===== src/design/apxc_pkg.sv =====
`default_nettype none

package apxc_pkg;

    // Default frame length limit, in bytes from start to end delimiter.
    localparam int unsigned APXC_MAX_FRAME_LEN_DEF = 16;

    // Reset values of the configuration registers.
    localparam logic [7:0] START_DELIM_RST  = 8'h24;
    localparam logic [7:0] CHK_MARKER_RST   = 8'h21;
    localparam logic [7:0] END_DELIM_RST    = 8'h0A;

    // Configuration register indexes.
    localparam logic [1:0] CFG_START_DELIM  = 2'd0;
    localparam logic [1:0] CFG_CHK_MARKER   = 2'd1;
    localparam logic [1:0] CFG_END_DELIM    = 2'd2;

    // Frame status codes.
    localparam logic [1:0] STATUS_GOOD      = 2'd0;
    localparam logic [1:0] STATUS_NO_CHK    = 2'd1;
    localparam logic [1:0] STATUS_MISMATCH  = 2'd2;
    localparam logic [1:0] STATUS_TOO_LONG  = 2'd3;

    // Checksum phase codes.
    localparam logic [1:0] PH_BODY          = 2'd0;
    localparam logic [1:0] PH_HIGH          = 2'd1;
    localparam logic [1:0] PH_LOW           = 2'd2;
    localparam logic [1:0] PH_DONE          = 2'd3;

    // One result transaction.
    typedef struct packed {
        logic       in_frame;
        logic       frame_done;
        logic [1:0] frame_status;
        logic [4:0] frame_length;
        logic [7:0] computed_checksum;
    } apxc_result_t;

    // Uppercase ASCII hex character for a nibble.
    function automatic logic [7:0] hex_digit(input logic [3:0] nib);
        logic [7:0] res;
        if (nib < 4'd10)
        begin
            res = 8'h30 + {4'd0, nib};
        end
        else
        begin
            res = 8'h37 + {4'd0, nib};
        end
        return res;
    endfunction

endpackage

`default_nettype wire


===== src/design/ascii_packet_xor_checker_core.sv =====
`default_nettype none

// Channel   Direction  Handshake             Payload
// rx        in         rx_valid / rx_stall   rx_byte
// res       out        res_valid / res_stall in_frame, frame_done, frame_status,
//                                            frame_length, computed_checksum
// cfg       in         cfg_valid / cfg_ready cfg_index, cfg_data
//
// Every received byte produces exactly one result transaction, which passes
// through the input register and the result register. One byte per cycle is
// sustained unless the result side stalls: the frame state is a handful of
// registers that a single pass of logic updates between those two registers.
// Reset clears the frame state and loads the default delimiters. A stall on
// the result side holds the result register at once, and it stalls the input
// as soon as the input register also holds a byte.

module ascii_packet_xor_checker_core
    import apxc_pkg::*;
#(
    parameter int unsigned MAX_FRAME_LEN = APXC_MAX_FRAME_LEN_DEF
)
(
    input  wire logic       clk,
    input  wire logic       rst_n,

    input  wire logic       rx_valid,
    output logic            rx_stall,
    input  wire logic [7:0] rx_byte,

    output logic            res_valid,
    input  wire logic       res_stall,
    output logic            in_frame,
    output logic            frame_done,
    output logic [1:0]      frame_status,
    output logic [4:0]      frame_length,
    output logic [7:0]      computed_checksum,

    input  wire logic       cfg_valid,
    output logic            cfg_ready,
    input  wire logic [1:0] cfg_index,
    input  wire logic [7:0] cfg_data
);

    // The byte counter holds values up to MAX_FRAME_LEN inclusive.
    localparam int unsigned CW = $clog2(MAX_FRAME_LEN + 1);
    localparam logic [CW-1:0] MAX_LEN = CW'(MAX_FRAME_LEN);

    // Configuration registers.
    logic [7:0] start_delim_reg;
    logic [7:0] chk_marker_reg;
    logic [7:0] end_delim_reg;

    // Input register.
    logic       in_valid_reg;
    logic [7:0] in_byte_reg;

    // Frame state.
    logic          frame_open_reg,  frame_open_next;
    logic [1:0]    phase_reg,       phase_next;
    logic [7:0]    xor_reg,         xor_next;
    logic          mismatch_reg,    mismatch_next;
    logic [CW-1:0] count_reg,       count_next;
    logic          overflow_reg,    overflow_next;

    // Result register.
    logic         out_valid_reg;
    apxc_result_t result_reg, result_next;

    logic         out_load;
    logic         advance;
    logic [CW+4:0] count_ext;

    // Configuration writes are taken at any time; the user writes only while
    // the block is idle.
    assign cfg_ready = 1'b1;

    always_ff @(posedge clk or negedge rst_n)
    begin
        if (!rst_n)
        begin
            start_delim_reg <= START_DELIM_RST;
            chk_marker_reg  <= CHK_MARKER_RST;
            end_delim_reg   <= END_DELIM_RST;
        end
        else if (cfg_valid)
        begin
            unique case (cfg_index)
                CFG_START_DELIM: start_delim_reg <= cfg_data;
                CFG_CHK_MARKER:  chk_marker_reg  <= cfg_data;
                CFG_END_DELIM:   end_delim_reg   <= cfg_data;
                default:         ;
            endcase
        end
    end

    // The result register can take a new value when it is empty or being
    // drained this cycle. The input register moves forward whenever the
    // result register can load, so the input stalls only when both hold data.
    assign out_load = !out_valid_reg || !res_stall;
    assign advance  = in_valid_reg && out_load;
    assign rx_stall = in_valid_reg && !out_load;

    always_ff @(posedge clk or negedge rst_n)
    begin
        if (!rst_n)
        begin
            in_valid_reg <= 1'b0;
        end
        else if (!rx_stall)
        begin
            in_valid_reg <= rx_valid;
        end
    end

    always_ff @(posedge clk)
    begin
        if (!rx_stall && rx_valid)
        begin
            in_byte_reg <= rx_byte;
        end
    end

    // Frame tracking for the byte in the input register. The start delimiter
    // takes precedence over the end delimiter, which takes precedence over
    // the checksum marker.
    always_comb
    begin
        frame_open_next = frame_open_reg;
        phase_next      = phase_reg;
        xor_next        = xor_reg;
        mismatch_next   = mismatch_reg;
        count_next      = count_reg;
        overflow_next   = overflow_reg;
        result_next     = '0;

        if (in_byte_reg == start_delim_reg)
        begin
            // A start byte opens a frame, or restarts one that is open.
            frame_open_next      = 1'b1;
            phase_next           = PH_BODY;
            xor_next             = in_byte_reg;
            mismatch_next        = 1'b0;
            count_next           = CW'(1);
            overflow_next        = 1'b0;
            result_next.in_frame = 1'b1;
        end
        else if (frame_open_reg)
        begin
            result_next.in_frame = 1'b1;

            // The length saturates at the limit and flags the frame as too long.
            if (count_reg < MAX_LEN)
            begin
                count_next = count_reg + CW'(1);
            end
            else
            begin
                overflow_next = 1'b1;
            end

            if (in_byte_reg == end_delim_reg)
            begin
                frame_open_next        = 1'b0;
                result_next.frame_done = 1'b1;
                if (overflow_next)
                begin
                    result_next.frame_status = STATUS_TOO_LONG;
                end
                else if (phase_reg == PH_BODY)
                begin
                    result_next.frame_status = STATUS_NO_CHK;
                end
                else if (phase_reg != PH_DONE || mismatch_reg)
                begin
                    // This also covers a frame that ends before both digits.
                    result_next.frame_status = STATUS_MISMATCH;
                end
                else
                begin
                    result_next.frame_status = STATUS_GOOD;
                end
            end
            else
            begin
                unique case (phase_reg)
                    PH_BODY:
                    begin
                        if (in_byte_reg == chk_marker_reg)
                        begin
                            phase_next = PH_HIGH;
                        end
                        else
                        begin
                            xor_next = xor_reg ^ in_byte_reg;
                        end
                    end
                    PH_HIGH:
                    begin
                        if (in_byte_reg != hex_digit(xor_reg[7:4]))
                        begin
                            mismatch_next = 1'b1;
                        end
                        phase_next = PH_LOW;
                    end
                    PH_LOW:
                    begin
                        if (in_byte_reg != hex_digit(xor_reg[3:0]))
                        begin
                            mismatch_next = 1'b1;
                        end
                        phase_next = PH_DONE;
                    end
                    PH_DONE:
                    begin
                        // Bytes after the digits only count toward the length.
                    end
                    default:
                    begin
                    end
                endcase
            end
        end

        // Length and checksum are reported only for bytes inside a frame.
        if (result_next.in_frame)
        begin
            result_next.frame_length      = count_ext[4:0];
            result_next.computed_checksum = xor_next;
        end
    end

    // Widen first so the low five bits exist for any counter width.
    assign count_ext = {5'd0, count_next};

    always_ff @(posedge clk or negedge rst_n)
    begin
        if (!rst_n)
        begin
            frame_open_reg <= 1'b0;
            phase_reg      <= PH_BODY;
            xor_reg        <= 8'd0;
            mismatch_reg   <= 1'b0;
            count_reg      <= '0;
            overflow_reg   <= 1'b0;
        end
        else if (advance)
        begin
            frame_open_reg <= frame_open_next;
            phase_reg      <= phase_next;
            xor_reg        <= xor_next;
            mismatch_reg   <= mismatch_next;
            count_reg      <= count_next;
            overflow_reg   <= overflow_next;
        end
    end

    // Result register: holds its transaction while the result side stalls.
    always_ff @(posedge clk or negedge rst_n)
    begin
        if (!rst_n)
        begin
            out_valid_reg <= 1'b0;
        end
        else if (out_load)
        begin
            out_valid_reg <= in_valid_reg;
        end
    end

    always_ff @(posedge clk)
    begin
        if (advance)
        begin
            result_reg <= result_next;
        end
    end

    assign res_valid         = out_valid_reg;
    assign in_frame          = result_reg.in_frame;
    assign frame_done        = result_reg.frame_done;
    assign frame_status      = result_reg.frame_status;
    assign frame_length      = result_reg.frame_length;
    assign computed_checksum = result_reg.computed_checksum;

endmodule

`default_nettype wire


===== config.mk =====
export PLATFORM = sky130hd
export DESIGN_NAME = ascii_packet_xor_checker_core
export DESIGN_NICKNAME = d
export VERILOG_FILES = /design/src/design/apxc_pkg.sv /design/src/design/ascii_packet_xor_checker_core.sv
export SDC_FILE = /design/constraint.sdc
export NUM_CORES = 1
export LEC_CHECK = 0
export BUFFER_PORTS_ARGS = -buffer_cell sky130_fd_sc_hd__buf_2
export CAP_MARGIN = 20
export CELL_PAD_IN_SITES_DETAIL_PLACEMENT = 1
export CELL_PAD_IN_SITES_GLOBAL_PLACEMENT = 1
export CORE_UTILIZATION = 49
export DETAILED_ROUTE_END_ITERATION = 10
export PLACE_DENSITY_LB_ADDON = 0.1
export REMOVE_ABC_BUFFERS = 1
export SYNTH_ARGS = -nofsm -noshare
export SYNTH_HDL_FRONTEND = slang
export SYNTH_SLANG_ARGS = --single-unit

===== constraint.sdc =====
create_clock -name clk -period 3.46 [get_ports clk]
set_input_delay 0.519 -clock clk [delete_from_list [all_inputs] [get_ports clk]]
set_output_delay 0.519 -clock clk [all_outputs]
set_load 0.01 [all_outputs]

==> results.ini <==
[logic_synthesis]
yosysUniqueCellTypes=56
synth_cells=347
synth_flop_cell=dfrtp_1
synth_edf_count=25
ys_seq_elements=69
post-synth-top-count-cell=dfrtp_1
ys_async_sr_fraction_pct=63.8
seq_area_frac_synth_pct=49.0
synthTopCellsByCount=dfrtp_1 (38), nand2_1 (33), edfxtp_1 (25), mux2_2 (25), xnor2_1 (21)
synth_top_cell_area_share_pct=25.0
synth_area_leader_cell=dfrtp_1
avgSynthCellArea_um2=10.9
synthTopCellsByArea=dfrtp_1 (25%), edfxtp_1 (20%), mux2_2 (7.4%), xnor2_1 (4.8%), dfstp_2 (4.2%)
yosys_warnings=0
synth.cell_area_um2=3800

[cts]
cts_made_buffers=9
cts-root-buf=clkbuf_8
worstSkewPairLatency_ns=0.36
htreeDepth=3
cts_sinks=69
cts_max_path_buffers=2
clk_pin_slew_ns=0.08
post_cts_buffers=0
cts_resized=0
cts_tree=done
holdBufCountCts=0

[die]
dieArea_um2=8100
io_pins=43
start_util_pct=51.5
fp.dieW_um=90.0
core_um2=7370
die_h_um=90.0
rows=31

[critical_path]
ff2ff_path_depth=6
crit_start=in_byte_reg[1]$_DFFE_PP_
rr_endpoint=phase_reg[0]$_DFFE_PN0P_
cp-end-kind=flop
required_ns=3.70
crit_family=compound AO/OA/AOI/OAI gates
setup.worst_path.start_class=flop
rr_startpoint=in_byte_reg[1]$_DFFE_PP_
cp_max_fo=9
slowest_delay_ns=0.62
critPathBufInv=0
path_cells=xor2_1, nor4_1, a21boi_1, a2111oi_1, o21a_1, o22ai_1
worstPathArrival_ns=2.63
crit_type=reg -> reg
crit_path_top_delay_cell=edfxtp_1
r2r_slack_ns=1.08

[finish]
drive_gt1_share_pct=25.8
finish.net_count=409
post-route-cell-area_um2=4270
fill_cells=823
antenna_cells=0
synthToLayoutAreaGrowth_pct=12.5

[place]
place_ws_ns=1.08
dpl.hpwl_um=6670
dpl_cell_area_um2=4010
routabilityCongestion=0.792
io_buffer_count=41

[drt]
drc=0
drtIter0Drc=142
wirelength_um=9480
wire_per_inst_um=19.6
vias_per_cell=5.73
num_vias=2768
ant_nets=0
first_pass_iters=4

[timing]
fin_tns_setup_ns=0
timing.final.ws_setup_ns=1.08
rsz0062_at_grt=false
skew_ns=0.00862
period_minus_slack_ns=2.38
slew_headroom_pct=47.7
fmax_mhz=419
hold_violations=0
fin_crit_sh_pct=68.9
setup_viol=0
slew_violations=0
worstMarginPinSlew_ns=0.781

[grt]
grt_use_total_pct=25.2
grt_pass1_vias=2936
grt_max_degree=45
antenna_found_initial=0
grt_overflow=0
grt_pass1_wl_um=15600

[min_path]
hold_path_class=in -> reg
hold_depth=1
hold_path_end=in_byte_reg[7]$_DFFE_PP_
hp-start=rx_byte[7]

[power_and_ir_drop]
ir_drop_mv=0.410
p_leak_uw=0.00169
power.total_uw=2230
power_density_nw_per_um2=521

[outcome]
run_status=finished clean

[flow_run]
cap_violations=0

layout by cell type (no fill, tap or decap), types with 10 or more instances in the layout:
cell type   n
nor2_1     14
a21oi_1    14
mux2_2     25
dfrtp_1    38
nand2_1    33
inv_1      12
clkbuf_8   10
xnor2_1    21
o21ai_0    20
edfxtp_1   25
xor2_1     17
buf_2      41
through the flow:
step	hold WS, ns	cells	util [%]
6_report	0.344	483	57.9
3_3_place_gp	0.484	465	54.5
3_5_place_dp	0.483	465	54.5
2_1_floorplan	0.223	322	-
5_1_grt	0.328	483	57.9
4_1_cts	0.329	481	57.5
kinds of logic after synthesis:
logic type,share of synthesized area [%]
muxes,7.94
buffers and inverters,4.81
and+or+nand+nor,13.3
adders and majority gates,2.31
xor gates and xnor gates,9.20
other,0.0988
AOI/OAI and AO/OA,13.3
DFF,49.0
worst max path at each step:
stage | slack (ns) | end | cells after the start
2_1_floorplan | 0.89 | xor_reg[2]$_DFFE_PN0P_ | 6
3_3_place_gp | 1.11 | xor_reg[3]$_DFFE_PN0P_ | 6
5_1_grt | 0.89 | xor_reg[6]$_DFFE_PN0P_ | 7
3_5_place_dp | 1.08 | xor_reg[1]$_DFFE_PN0P_ | 6
4_1_cts | 1.05 | xor_reg[6]$_DFFE_PN0P_ | 6
6_report | 1.08 | phase_reg[0]$_DFFE_PN0P_ | 6
final cells by class:
cell class	instances	area, um^2	share of cell area (%)
well taps	99	124	2.90
repair buffers	46	258	6.04
flip-flops and latches	69	1860	43.6
clock buffers	11	141	3.31
multi-input cells	240	1750	41.1
inverters	13	48.8	1.14
clock inverters	5	83.8	1.96
routing by layer:
layer | part of all wire, % | routed length (um) | up-vias | GRT usage (%)
li1 | - | - | 1306 | -
met1 | 43 | 4090 | 1384 | 31.6
met2 | 51 | 4840 | 70 | 43.2
met3 | 4.8 | 453 | 8 | 5.50
met4 | 1.0 | 96 | 0 | 8.33
met5 | 0 | 0 | - | 0
power breakdown:
| part | internal, uW | switching, uW | leakage, uW |
|---|---|---|---|
| clock network | 427 | 326 | 0.000106 |
| registers | 967 | 102 | 0.000780 |
| logic | 181 | 222 | 0.000809 |
Note: power is estimated with default switching activity, not from simulation.
